<file path="src/hdl/ssvs_pkg.sv">
// ----------------------------------------------------------------------------
// ssvs_pkg
// Shared types, constants and functions of the seven-segment value scanner.
// ----------------------------------------------------------------------------
package ssvs_pkg;

  localparam int unsigned ValueW   = 16;
  localparam int unsigned BcdDigits = 5;
  localparam int unsigned BcdW     = 4 * BcdDigits;
  localparam int unsigned CntW     = $clog2(ValueW);
  localparam int unsigned SelW     = 3;
  localparam int unsigned SegW     = 8;
  localparam int unsigned ShowW    = 12;

  localparam logic [1:0] REQ_TICK      = 2'd0;
  localparam logic [1:0] REQ_INT       = 2'd1;
  localparam logic [1:0] REQ_FIX       = 2'd2;
  localparam logic [1:0] REQ_FIX_BLINK = 2'd3;

  localparam logic [SelW-1:0] SEL_NONE   = 3'd0;
  localparam logic [SelW-1:0] LEFT_BASE  = 3'd1;
  localparam logic [SelW-1:0] RIGHT_BASE = 3'd4;

  localparam logic [SegW-1:0] SEG_BLANK = 8'h00;
  localparam logic [SegW-1:0] SEG_POINT = 8'h80;

  typedef enum logic [1:0] {
    ST_IDLE,
    ST_CONV,
    ST_EMIT
  } ssvs_state_e;

  typedef struct packed {
    logic              start;
    logic [ValueW-1:0] value;
  } bcd_req_t;

  typedef struct packed {
    logic            done;
    logic [BcdW-1:0] digits;
  } bcd_res_t;

  // add-3 step of the shift-and-add conversion
  function automatic logic [3:0] dd_adjust(logic [3:0] d);
    dd_adjust = (d >= 4'd5) ? d + 4'd3 : d;
  endfunction

  function automatic logic [SegW-1:0] seg_of(logic [3:0] d);
    logic [SegW-1:0] s;
    case (d)
      4'd0:    s = 8'h3F;
      4'd1:    s = 8'h06;
      4'd2:    s = 8'h5B;
      4'd3:    s = 8'h4F;
      4'd4:    s = 8'h66;
      4'd5:    s = 8'h6D;
      4'd6:    s = 8'h7D;
      4'd7:    s = 8'h07;
      4'd8:    s = 8'h7F;
      4'd9:    s = 8'h6F;
      default: s = SEG_BLANK;
    endcase
    seg_of = s;
  endfunction

endpackage

</file>
<file path="src/hdl/ssvs_if.sv">
// ----------------------------------------------------------------------------
// ssvs_if
// Request and scan result channels of the seven-segment value scanner.
// ----------------------------------------------------------------------------
interface ssvs_req_if;
  logic        valid;
  logic        ready;
  logic [1:0]  req_type;
  logic        right_side;
  logic [15:0] value;

  modport source (output valid, output req_type, output right_side, output value,
                  input ready);
  modport sink (input valid, input req_type, input right_side, input value,
                output ready);
endinterface

interface ssvs_res_if;
  logic       valid;
  logic       ready;
  logic [2:0] digit_select;
  logic [7:0] segments;
  logic       last;

  modport source (output valid, output digit_select, output segments, output last,
                  input ready);
  modport sink (input valid, input digit_select, input segments, input last,
                output ready);
endinterface

</file>
<file path="src/hdl/seven_segment_value_scanner_top.sv">
// ----------------------------------------------------------------------------
// seven_segment_value_scanner_top
// Drives either three-digit half of a six-digit seven-segment display, per request.
// ----------------------------------------------------------------------------
// in_i takes requests (valid/ready): req_type, right_side and a 16-bit value.
// out_o returns scan results (valid/ready): digit_select, segments and last,
// with last set on the final result of each request.
// A blink tick toggles the blink flag and gives no result.
// Other requests run through a bit-serial binary to BCD converter that shifts
// one value bit per cycle; once it is done, the first result is loaded into
// the output register. Results then follow one per cycle while out_o is
// ready: three, or four for a fixed-point value below 1000. One request is
// in work at a time, through the 16-step conversion and the scan; an integer
// request of 1000 or more gives no result while no integer digits are held.
// in_i ready drops while a request is converted or scanned; it rises again
// once the final result is in the output register, even if that result still
// waits for the receiver. A stalled receiver holds the output register and
// halts the scan. Reset clears the blink flag (blinking digits hidden) and
// forgets the digits last shown by an integer request.
// ----------------------------------------------------------------------------
module seven_segment_value_scanner_top import ssvs_pkg::*; (
  input  logic       clk_i,
  input  logic       rst_ni,
  ssvs_req_if.sink   in_i,
  ssvs_res_if.source out_o
);

  bcd_req_t bcd_req;
  bcd_res_t bcd_res;

  ssvs_bcd u_bcd (
    .clk_i  (clk_i),
    .rst_ni (rst_ni),
    .req_i  (bcd_req),
    .res_o  (bcd_res)
  );

  ssvs_seq u_seq (
    .clk_i     (clk_i),
    .rst_ni    (rst_ni),
    .in_i      (in_i),
    .out_o     (out_o),
    .bcd_req_o (bcd_req),
    .bcd_res_i (bcd_res)
  );

endmodule

</file>
<file path="src/hdl/ssvs_bcd.sv">
// ----------------------------------------------------------------------------
// ssvs_bcd
// Bit-serial binary to BCD converter, one value bit per cycle (shift and add 3).
// ----------------------------------------------------------------------------
module ssvs_bcd import ssvs_pkg::*; (
  input  logic     clk_i,
  input  logic     rst_ni,
  input  bcd_req_t req_i,
  output bcd_res_t res_o
);

  logic [ValueW-1:0] bin_q, bin_d;
  logic [BcdW-1:0]   bcd_q, bcd_d;
  logic [CntW-1:0]   cnt_q, cnt_d;
  logic              busy_q, busy_d;
  logic              done_q, done_d;
  logic [BcdW-1:0]   adj;

  always_comb begin
    for (int i = 0; i < BcdDigits; i++) begin
      adj[4*i +: 4] = dd_adjust(bcd_q[4*i +: 4]);
    end
  end

  always_comb begin
    bin_d  = bin_q;
    bcd_d  = bcd_q;
    cnt_d  = cnt_q;
    busy_d = busy_q;
    done_d = 1'b0;
    if (req_i.start) begin
      bin_d  = req_i.value;
      bcd_d  = '0;
      cnt_d  = CntW'(ValueW - 1);
      busy_d = 1'b1;
    end else if (busy_q) begin
      bcd_d = {adj[BcdW-2:0], bin_q[ValueW-1]};
      bin_d = {bin_q[ValueW-2:0], 1'b0};
      cnt_d = cnt_q - 1'b1;
      if (cnt_q == '0) begin
        busy_d = 1'b0;
        done_d = 1'b1;
      end
    end
  end

  always_ff @(posedge clk_i or negedge rst_ni) begin
    if (!rst_ni) begin
      cnt_q  <= '0;
      busy_q <= 1'b0;
      done_q <= 1'b0;
    end else begin
      cnt_q  <= cnt_d;
      busy_q <= busy_d;
      done_q <= done_d;
    end
  end

  always_ff @(posedge clk_i) begin
    bin_q <= bin_d;
    bcd_q <= bcd_d;
  end

  assign res_o.done   = done_q;
  assign res_o.digits = bcd_q;

endmodule

</file>
<file path="src/hdl/ssvs_seq.sv">
// ----------------------------------------------------------------------------
// ssvs_seq
// Request sequencer: blink flag, held integer digits and the scan output register.
// ----------------------------------------------------------------------------
module ssvs_seq import ssvs_pkg::*; (
  input  logic        clk_i,
  input  logic        rst_ni,
  ssvs_req_if.sink    in_i,
  ssvs_res_if.source  out_o,
  output bcd_req_t    bcd_req_o,
  input  bcd_res_t    bcd_res_i
);

  ssvs_state_e      state_q, state_d;
  logic [1:0]       req_q, req_d;
  logic             side_q, side_d;
  logic             blink_q, blink_d;
  logic [ShowW-1:0] shown_q, shown_d;
  logic             shown_vld_q, shown_vld_d;
  logic [ShowW-1:0] dig_q, dig_d;
  logic             pt_q, pt_d;
  logic             hide_q, hide_d;
  logic [1:0]       idx_q, idx_d;
  logic             out_valid_q, out_valid_d;
  logic [SelW-1:0]  out_sel_q, out_sel_d;
  logic [SegW-1:0]  out_seg_q, out_seg_d;
  logic             out_last_q, out_last_d;

  logic             accept;
  logic             under_k;
  logic             load;
  logic [1:0]       off;
  logic [3:0]       cur_dig;
  logic             cur_point;
  logic             cur_last;
  logic [SelW-1:0]  base;

  assign in_i.ready = (state_q == ST_IDLE);
  assign accept     = in_i.valid && in_i.ready;

  assign bcd_req_o.start = accept && (in_i.req_type != REQ_TICK);
  assign bcd_req_o.value = in_i.value;

  // below 1000: ten-thousands and thousands digits are zero
  assign under_k = (bcd_res_i.digits[BcdW-1:ShowW] == '0);
  assign base    = side_q ? RIGHT_BASE : LEFT_BASE;

  // scan step selection
  always_comb begin
    off       = idx_q;
    cur_dig   = dig_q[11:8];
    cur_point = 1'b0;
    cur_last  = 1'b0;
    if (pt_q) begin
      case (idx_q)
        2'd0: begin
          off     = 2'd0;
          cur_dig = dig_q[11:8];
        end
        2'd1: begin
          off     = 2'd1;
          cur_dig = dig_q[7:4];
        end
        2'd2: begin
          off       = 2'd1;
          cur_point = 1'b1;
        end
        default: begin
          off      = 2'd2;
          cur_dig  = dig_q[3:0];
          cur_last = 1'b1;
        end
      endcase
    end else begin
      case (idx_q)
        2'd0:    cur_dig = dig_q[11:8];
        2'd1:    cur_dig = dig_q[7:4];
        default: begin
          cur_dig  = dig_q[3:0];
          cur_last = 1'b1;
        end
      endcase
    end
  end

  always_comb begin
    state_d     = state_q;
    req_d       = req_q;
    side_d      = side_q;
    blink_d     = blink_q;
    shown_d     = shown_q;
    shown_vld_d = shown_vld_q;
    dig_d       = dig_q;
    pt_d        = pt_q;
    hide_d      = hide_q;
    idx_d       = idx_q;
    load        = 1'b0;
    case (state_q)
      ST_IDLE: begin
        if (accept) begin
          if (in_i.req_type == REQ_TICK) begin
            blink_d = ~blink_q;
          end else begin
            req_d   = in_i.req_type;
            side_d  = in_i.right_side;
            state_d = ST_CONV;
          end
        end
      end
      ST_CONV: begin
        if (bcd_res_i.done) begin
          hide_d  = (req_q == REQ_FIX_BLINK) && !blink_q;
          idx_d   = 2'd0;
          state_d = ST_EMIT;
          if (req_q == REQ_INT) begin
            pt_d = 1'b0;
            if (under_k) begin
              dig_d       = bcd_res_i.digits[ShowW-1:0];
              shown_d     = bcd_res_i.digits[ShowW-1:0];
              shown_vld_d = 1'b1;
            end else if (shown_vld_q) begin
              dig_d = shown_q;
            end else begin
              state_d = ST_IDLE;
            end
          end else begin
            pt_d  = under_k;
            dig_d = under_k ? bcd_res_i.digits[ShowW-1:0] : bcd_res_i.digits[ShowW+3:4];
          end
        end
      end
      ST_EMIT: begin
        if (!out_valid_q || out_o.ready) begin
          load  = 1'b1;
          idx_d = idx_q + 2'd1;
          if (cur_last) begin
            state_d = ST_IDLE;
          end
        end
      end
      default: state_d = ST_IDLE;
    endcase
  end

  always_comb begin
    out_valid_d = out_valid_q;
    out_sel_d   = out_sel_q;
    out_seg_d   = out_seg_q;
    out_last_d  = out_last_q;
    if (load) begin
      out_valid_d = 1'b1;
      out_last_d  = cur_last;
      if (hide_q) begin
        out_sel_d = SEL_NONE;
        out_seg_d = SEG_BLANK;
      end else begin
        out_sel_d = base + {1'b0, off};
        out_seg_d = cur_point ? SEG_POINT : seg_of(cur_dig);
      end
    end else if (out_o.ready) begin
      out_valid_d = 1'b0;
    end
  end

  always_ff @(posedge clk_i or negedge rst_ni) begin
    if (!rst_ni) begin
      state_q     <= ST_IDLE;
      blink_q     <= 1'b0;
      shown_q     <= '0;
      shown_vld_q <= 1'b0;
      idx_q       <= '0;
      out_valid_q <= 1'b0;
    end else begin
      state_q     <= state_d;
      blink_q     <= blink_d;
      shown_q     <= shown_d;
      shown_vld_q <= shown_vld_d;
      idx_q       <= idx_d;
      out_valid_q <= out_valid_d;
    end
  end

  always_ff @(posedge clk_i) begin
    req_q      <= req_d;
    side_q     <= side_d;
    dig_q      <= dig_d;
    pt_q       <= pt_d;
    hide_q     <= hide_d;
    out_sel_q  <= out_sel_d;
    out_seg_q  <= out_seg_d;
    out_last_q <= out_last_d;
  end

  assign out_o.valid        = out_valid_q;
  assign out_o.digit_select = out_sel_q;
  assign out_o.segments     = out_seg_q;
  assign out_o.last         = out_last_q;

endmodule

</file>
<file path="src/flat_wrapper.sv">
// flat-port wrapper written by rule: the top's interface ports become plain ports
module seven_segment_value_scanner_top_flat import ssvs_pkg::*;
  (clk_i, rst_ni, in_i_valid, in_i_req_type, in_i_right_side, in_i_value, in_i_ready, out_o_valid, out_o_digit_select, out_o_segments, out_o_last, out_o_ready);
  ssvs_req_if in_i_i ();
  ssvs_res_if out_o_i ();
  input  logic clk_i;
  input  logic rst_ni;
  input wire logic [$bits(in_i_i.valid)-1:0] in_i_valid;
  input wire logic [$bits(in_i_i.req_type)-1:0] in_i_req_type;
  input wire logic [$bits(in_i_i.right_side)-1:0] in_i_right_side;
  input wire logic [$bits(in_i_i.value)-1:0] in_i_value;
  output wire logic [$bits(in_i_i.ready)-1:0] in_i_ready;
  output wire logic [$bits(out_o_i.valid)-1:0] out_o_valid;
  output wire logic [$bits(out_o_i.digit_select)-1:0] out_o_digit_select;
  output wire logic [$bits(out_o_i.segments)-1:0] out_o_segments;
  output wire logic [$bits(out_o_i.last)-1:0] out_o_last;
  input wire logic [$bits(out_o_i.ready)-1:0] out_o_ready;
  assign in_i_i.valid = in_i_valid;
  assign in_i_i.req_type = in_i_req_type;
  assign in_i_i.right_side = in_i_right_side;
  assign in_i_i.value = in_i_value;
  assign in_i_ready = in_i_i.ready;
  assign out_o_valid = out_o_i.valid;
  assign out_o_digit_select = out_o_i.digit_select;
  assign out_o_segments = out_o_i.segments;
  assign out_o_last = out_o_i.last;
  assign out_o_i.ready = out_o_ready;
  seven_segment_value_scanner_top u_core (.clk_i(clk_i), .rst_ni(rst_ni), .in_i(in_i_i), .out_o(out_o_i));
endmodule
</file>
<file path="config.mk">
export PLATFORM = sky130hd
export DESIGN_NAME = seven_segment_value_scanner_top_flat
export DESIGN_NICKNAME = d
export VERILOG_FILES = /design/src/hdl/ssvs_pkg.sv /design/src/hdl/ssvs_if.sv /design/src/hdl/seven_segment_value_scanner_top.sv /design/src/hdl/ssvs_bcd.sv /design/src/hdl/ssvs_seq.sv /design/src/flat_wrapper.sv
export SDC_FILE = /design/constraint.sdc
export NUM_CORES = 1
export LEC_CHECK = 0
export ABC_AREA = 1
export BUFFER_PORTS_ARGS = -buffer_cell sky130_fd_sc_hd__clkbuf_2
export CAP_MARGIN = 25
export CORE_ASPECT_RATIO = 1.25
export CORE_UTILIZATION = 55
export CTS_BUF_LIST = sky130_fd_sc_hd__clkbuf_8 sky130_fd_sc_hd__clkbuf_16
export DETAILED_ROUTE_END_ITERATION = 10
export GPL_TIMING_DRIVEN = 0
export PLACE_DENSITY = 0.71
export SLEW_MARGIN = 5
export SYNTH_ARGS = -nofsm -noshare
export SYNTH_HDL_FRONTEND = slang
export SYNTH_SLANG_ARGS = --single-unit
</file>
<file path="constraint.sdc">
create_clock -name clk_i -period 4.78 [get_ports clk_i]
set_input_delay 1.195 -clock clk_i [delete_from_list [all_inputs] [get_ports clk_i]]
set_output_delay 1.195 -clock clk_i [all_outputs]
set_load 0.01 [all_outputs]
</file>
Word level (Yosys, flattened, before mapping)
Memory sizes are Yosys's and may differ from the RTL's. Index checks and enable logic that the tools add are counted.

Register bits: 90. Bits in read-only memories: 112. Input bits: 23. Output and inout port bits: 14. Logic and storage cells: 122. Memories kept: 1.

$add $sub $neg: 8. Order comparisons: 5. Equal/unequal tests: 12. Multiplexer cells: 47. Bitwise gates (word level): 2. Reduce and logical (&&, ||, !) cells: 27.

Memory list: (name not given) (words 16, width 7, read ports 1, clocked after Yosys merged registers in 0, write ports 0, RTL line ssvs_pkg.sv:50) `case (d)`.

Operators with widths (count): 2-to-1 mux 12 bit (4); 2-to-1 mux 16 bit (2); 2-to-1 mux 4 bit (7); 2-to-1 mux 2 bit (11); greater-or-equal comparator 4 x 3 -> 1 bit (second input constant) (5); adder 4 x 2 -> 4 bit (second input constant) (4); one-hot mux 4 bit (2 select lines) (2); 2-to-1 mux 1 bit (15); AND reduction 3 bit (4); zero test 8 bit (1); 2-to-1 mux 8 bit (1); one-hot mux 2 bit (2 select lines) (2); nonzero test 2 bit (4); OR reduction 2 bit (4); equality test 2 x 1 -> 1 bit (second input constant) (3); equality test 2 bit (second input constant) (3); zero test 2 bit (3); 2-to-1 mux 3 bit (2); inequality test 2 bit (second input constant) (3); one-hot mux 2 bit (3 select lines) (1); AND reduction 5 bit (1); zero test 4 bit (1); inequality test 2 x 1 -> 1 bit (second input constant) (2); AND reduction 4 bit (1); 11 further kinds (15).

Depth between registers and ports, before layout
Depth after elaboration: 7. Depth in mapped cells: 16. Depth with buffers taken out: 15.

Cells and area by module
A second synthesis with hierarchy kept.

Cell total of the unflattened synthesis: 564. Area, all modules: 4784.6 um^2.

By module, submodules not included: ssvs_seq (times used 1, cells an instance 295, area an instance 2676.3 um^2, sequential area each 1346.3 um^2); ssvs_bcd (times used 1, cells an instance 269, area an instance 2108.3 um^2, sequential area each 1031.0 um^2).

Worst setup path after synthesis
No wires, ideal clock.

Path type: in2reg. Start point: input port in_i_req_type[0]. End point: register u_core.u_bcd.bin_q[0], enable pin. Setup time: 350 ps. Data arrival time: 1961 ps. Data required time: 4430 ps. Setup slack: 2468 ps. Cell stages on the path: 5. Path buffers: 1. Cells stage by stage: inv_1 -> nand2_1 -> nand3_4 -> nand2_2 -> buf_2.

Cells in the longest elaborated chain, start to end: 3.

Ends and longest elaborated chain: start: declaration (RTL line flat_wrapper.sv:9) `input wire logic [$bits(in_i_i.req_type)-1:0] in_i_req_type;`; nonzero test 2 bit (RTL line ssvs_seq.sv:41) `assign bcd_req_o.start = accept && (in_i.req_type != REQ_TICK);`; logical AND 1 bit (RTL line ssvs_seq.sv:41); nonzero test 2 bit (no line); end signal: assignment (RTL line ssvs_bcd.sv:60) `bin_q <= bin_d;`; end: declaration (RTL line ssvs_bcd.sv:12) `logic [ValueW-1:0] bin_q, bin_d;`.

Every way passes these cells. A chain may end at the register's enable or synchronous reset.

Worst setup path in the final report
Start point: register u_core.u_bcd.bcd_q[12]. End point: register u_core.u_seq.dig_q[1], enable pin.

Cells in the longest elaborated chain, start to end: 3.

Ends and longest elaborated chain: start: declaration (RTL line ssvs_bcd.sv:13) `logic [BcdW-1:0] bcd_q, bcd_d;`; start signal: assignment (RTL line ssvs_bcd.sv:61) `bcd_q <= bcd_d;`; zero test 8 bit (RTL line ssvs_seq.sv:45) `assign under_k = (bcd_res_i.digits[BcdW-1:ShowW] == '0);`; inequality test 3 bit (no line); AND reduction 3 bit (no line); end signal: assignment (RTL line ssvs_seq.sv:186) `dig_q <= dig_d;`; end: declaration (RTL line ssvs_seq.sv:20) `logic [ShowW-1:0] dig_q, dig_d;`.

Every way passes these cells.

==> run_results.csv <==
group,metric,value,unit
pwr,power.density,604,nW/um2
placed_design,io_buffers,36,
clocking,cts_made_buffers,9,
finish,post-route-util,64.1,%
clocking,clk_latency,0.37,ns
setup_path,critPathArrivalTime,2.39,ns
run,drv_cap,0,
clocking,clk_pin_slew,0.09,ns
synthesis,async_reset_ff_share,27.8,%
synthesis,synth_flop_cell,"edfxtp_1",
synthesis,ys_seq_elements,90,
synthesis,syn-num-nets,554,
setup_path,r2r_slack,2.38,ns
global_routing,antenna_found_initial,0,
setup_path,path_max_fanout,12,
timing,min_period_over_period,50.1,%
status,status,"finished clean",
global_routing,grt_max_degree,26,
detailed_routing,routed_wl,9110,um
setup_path,required,4.77,ns
die,die_h,104,um
finish,multi_input_area,1890,um2
clocking,clk_root_buffer_cell,"clkbuf_8",
setup_path,start_kind,"register",
setup_path,crit_top_cell,"inv_1",
setup_path,cp_slowest_cell,"nor2_1",
detailed_routing,antenna_left,0,
timing,finClkSkew,0.0118,ns
setup_path,critPathMaxStageDelay,0.71,ns
finish,final_nets,602,
finish,seq_area,2380,um2
die,design.die.area,8720,um2
timing,fin_crit,2.40,ns
setup_path,r2r_cells,8,
clocking,clock-sinks,90,
synthesis,mappedNetlistArea,4590,um2
setup_path,critPathKind,"register to register",
global_routing,grt_usage,22.2,%
detailed_routing,vias,3561,
detailed_routing,route.detailed.drc,0,
setup_path,reg2reg_to,"u_core.u_seq.dig_q[1]",
global_routing,grt-ovfl-total,0,
placed_design,dpl.hpwl,6680,um
clocking,cts_resized,0,
hold_path,hold_path.class,"register to register",
timing,fmax,417,MHz
setup_path,path_buf_inv,3,
global_routing,grt_first_pass_wirelength,15400,um
hold_path,hold_path_depth,2,
clocking,postCtsSetupRepairBufs,0,
die,rows,36,
detailed_routing,routed_via_density,5.44,
timing,rsz0062_at_grt,"false",
detailed_routing,wl_per_cell,13.9,um
setup_path,crit_family,"simple AND/OR/NAND/NOR gates",
die,io_pins,37,
synthesis,ys_types,40,
finish,layout-area-overhead-vs-synth,10.7,%
timing,maxSlewViolCount,0,
clocking,tritoncts,"yes",
timing,finalSetupTns,0,ns
synthesis,avgSynthCellArea,9.06,um2
hold_path,hold_end,"u_core.u_seq.shown_vld_q",
synthesis,syn-instance-count,507,
global_routing,grt_pass1_vias,3523,
clocking,clock_path_buffers,2,
detailed_routing,drt_first_pass_iters,4,
die,die_w,83.7,um
pwr,ir_worst_vdd,393,uV
setup_path,endpoint_kind,"register",
timing,finalHoldViolations,0,
detailed_routing,drtIter0Drc,154,
finish,layout-drive-gt1-share,17.7,%
timing,tightest_slew,0.945,ns
setup_path,r2r-start,"u_core.u_bcd.bcd_q[12]",
clocking,ctsHtreeMaxLevel,3,
synthesis,synth_edf_count,45,
die,initial_core_util,57.9,%
setup_path,path_cells,"inv_1 > ha_1 > inv_1 > nor3_4 > nand4_4 > nand3_1 > inv_1 > nor2_1",
synthesis,synth-seq-area-share,51.8,%
timing,relSlewSlack,36.7,%
placed_design,gp_congestion,0.878,
die,core_area,7930,um2
finish,fillers,656,
timing,setup_viol,0,
finish,n_antenna_cell,0,
synthesis,ys_warn_count,0,
pwr,p_leak,2.39,nW
clocking,cts_hold_buf,0,
hold_path,holdCritStartpoint,"u_core.u_seq.shown_vld_q",
worst min-delay path, delay by kind of cell, from the launching register on:
kind,cells,cell delay [ns]
buffers and inverters,1,0.05
DFF,1,0.33
and+or+nand+nor,1,0.05
power by group:
group	total [W]	leakage [nW]	internal, W	switching, W
clock	0.000504	0.0992	0.000236	0.000268
combinational	0.00135	1.36	0.000463	0.000892
sequential	0.00121	0.931	0.00110	0.000115
total	0.00307	2.39	0.00180	0.00127
area by class of cell:
type | instances | area share [%]
Timing Repair Buffer | 37 | 3.69
Multi-Input combinational cell | 336 | 37.1
Clock buffer | 9 | 2.44
Tap cell | 95 | 2.34
Clock inverter | 7 | 1.23
Inverter | 67 | 4.95
Buffer | 14 | 1.53
Sequential cell | 90 | 46.8
sequential cells by signal, indices dropped and copies added, names as in the netlist:
name,cells
u_core.u_bcd.bcd_q,20
u_core.u_bcd.bin_q,16
u_core.u_bcd.busy_q,1
u_core.u_bcd.cnt_q,4
u_core.u_bcd.done_q,1
u_core.u_seq.blink_q,1
u_core.u_seq.dig_q,12
u_core.u_seq.hide_q,1
u_core.u_seq.idx_q,2
u_core.u_seq.out_o.digit_select,3
u_core.u_seq.out_o.last,1
u_core.u_seq.out_o.segments,8
u_core.u_seq.out_o.valid,1
u_core.u_seq.pt_q,1
u_core.u_seq.req_q,2
u_core.u_seq.shown_q,12
u_core.u_seq.shown_vld_q,1
u_core.u_seq.side_q,1
u_core.u_seq.state_q,2
logic make-up after synthesis:
| group | count (synthesis) | share of synthesized area (%) |
|---|---|---|
| adder cells (fa/ha/maj) | 24 | 6.54 |
| buffers and inverters | 81 | 7.17 |
| XOR/XNOR | 3 | 0.572 |
| AND/OR/NAND/NOR | 196 | 18.7 |
| AO/OA/AOI/OAI | 113 | 15.3 |
| flip-flops | 90 | 51.8 |
cells in the final DEF (no fill, tap or decap), types with 4 or more instances in the layout:
cell type  instances
nand3_1           16
edfxtp_1          45
clkbuf_1           5
o21ai_0           13
inv_2             14
nor2_1            38
nand2_1          123
o211ai_1          13
clkbuf_2          36
dfrtp_1           25
a31oi_1            4
a32oi_1            4
ha_1              24
inv_1             55
o22ai_1            7
dfxtp_1           20
buf_2              5
o21ai_1           32
clkbuf_8           9
a21oi_1           21
nand2_2            6
o21ai_2           12
worst max path at each step:
stage                                       from                        endpoint  slack (ns)  depth (start not counted)
after floorplan                 in_i_req_type[0]           u_core.u_bcd.bin_q[0]        2.47                          5
after global placement          in_i_req_type[0]           u_core.u_bcd.bin_q[8]        2.05                          6
after detailed placement        in_i_req_type[0]           u_core.u_bcd.bin_q[8]        2.02                          6
after CTS                 u_core.u_bcd.bcd_q[12]           u_core.u_seq.dig_q[7]        2.39                          8
after global routing       u_core.u_seq.idx_q[0]  u_core.u_seq.out_o.segments[3]        2.14                         14
final                     u_core.u_bcd.bcd_q[12]           u_core.u_seq.dig_q[1]        2.38                          8
cell usage after synthesis, types with 2 or more instances:
master    instances  share of area (%)
o221ai_1          2               0.38
nor2_1           38                3.1
edfxtp_1         45                 29
nor2_4            2               0.49
buf_6             2               0.49
nand3_1          16                1.7
nor3_1            2               0.22
clkbuf_1          5               0.41
a31oi_1           4               0.54
o21ai_0          13                1.4
nand2_4           2               0.49
xnor2_1           2               0.38
o22ai_1           7               0.95
nand2_1         123                 10
a21oi_1          21                2.3
o211ai_1         13                2.1
o21ai_2          12                2.3
nand2_2           6               0.82
o21ai_1          32                3.5
a32oi_1           4               0.76
inv_2            14                1.1
dfrtp_1          25                 14
a22oi_1           2               0.33
buf_2             5               0.54
inv_1            53                4.3
dfxtp_1          20                8.7
ha_1             24                6.5
through the flow:
stage / power [W] / cells / setup WS [ns] / cell area (um2) / hold WS (ns)
after floorplan: 0.00224 / 507 / 2.47 / 4590 / 0.422
after global placement: 0.00251 / 638 / 2.05 / 4890 / 0.435
after detailed placement: 0.00257 / 638 / 2.02 / 4890 / 0.437
after CTS: 0.00308 / 654 / 2.39 / 5080 / 0.457
after global routing: 0.00332 / 655 / 2.14 / 5080 / 0.488
final: 0.00307 / 655 / 2.38 / 5080 / 0.453
routing by layer:
| metal | share of wire (%) | vias up | track usage (%) |
|---|---|---|---|
| li1 | - | 1792 | - |
| met1 | 41 | 1680 | 24.3 |
| met2 | 53 | 65 | 41.3 |
| met3 | 2.3 | 24 | 2.38 |
| met4 | 3.6 | 0 | 12.5 |
| met5 | 0 | - | 0 |
Note: power is estimated with default switching activity, not from simulation.
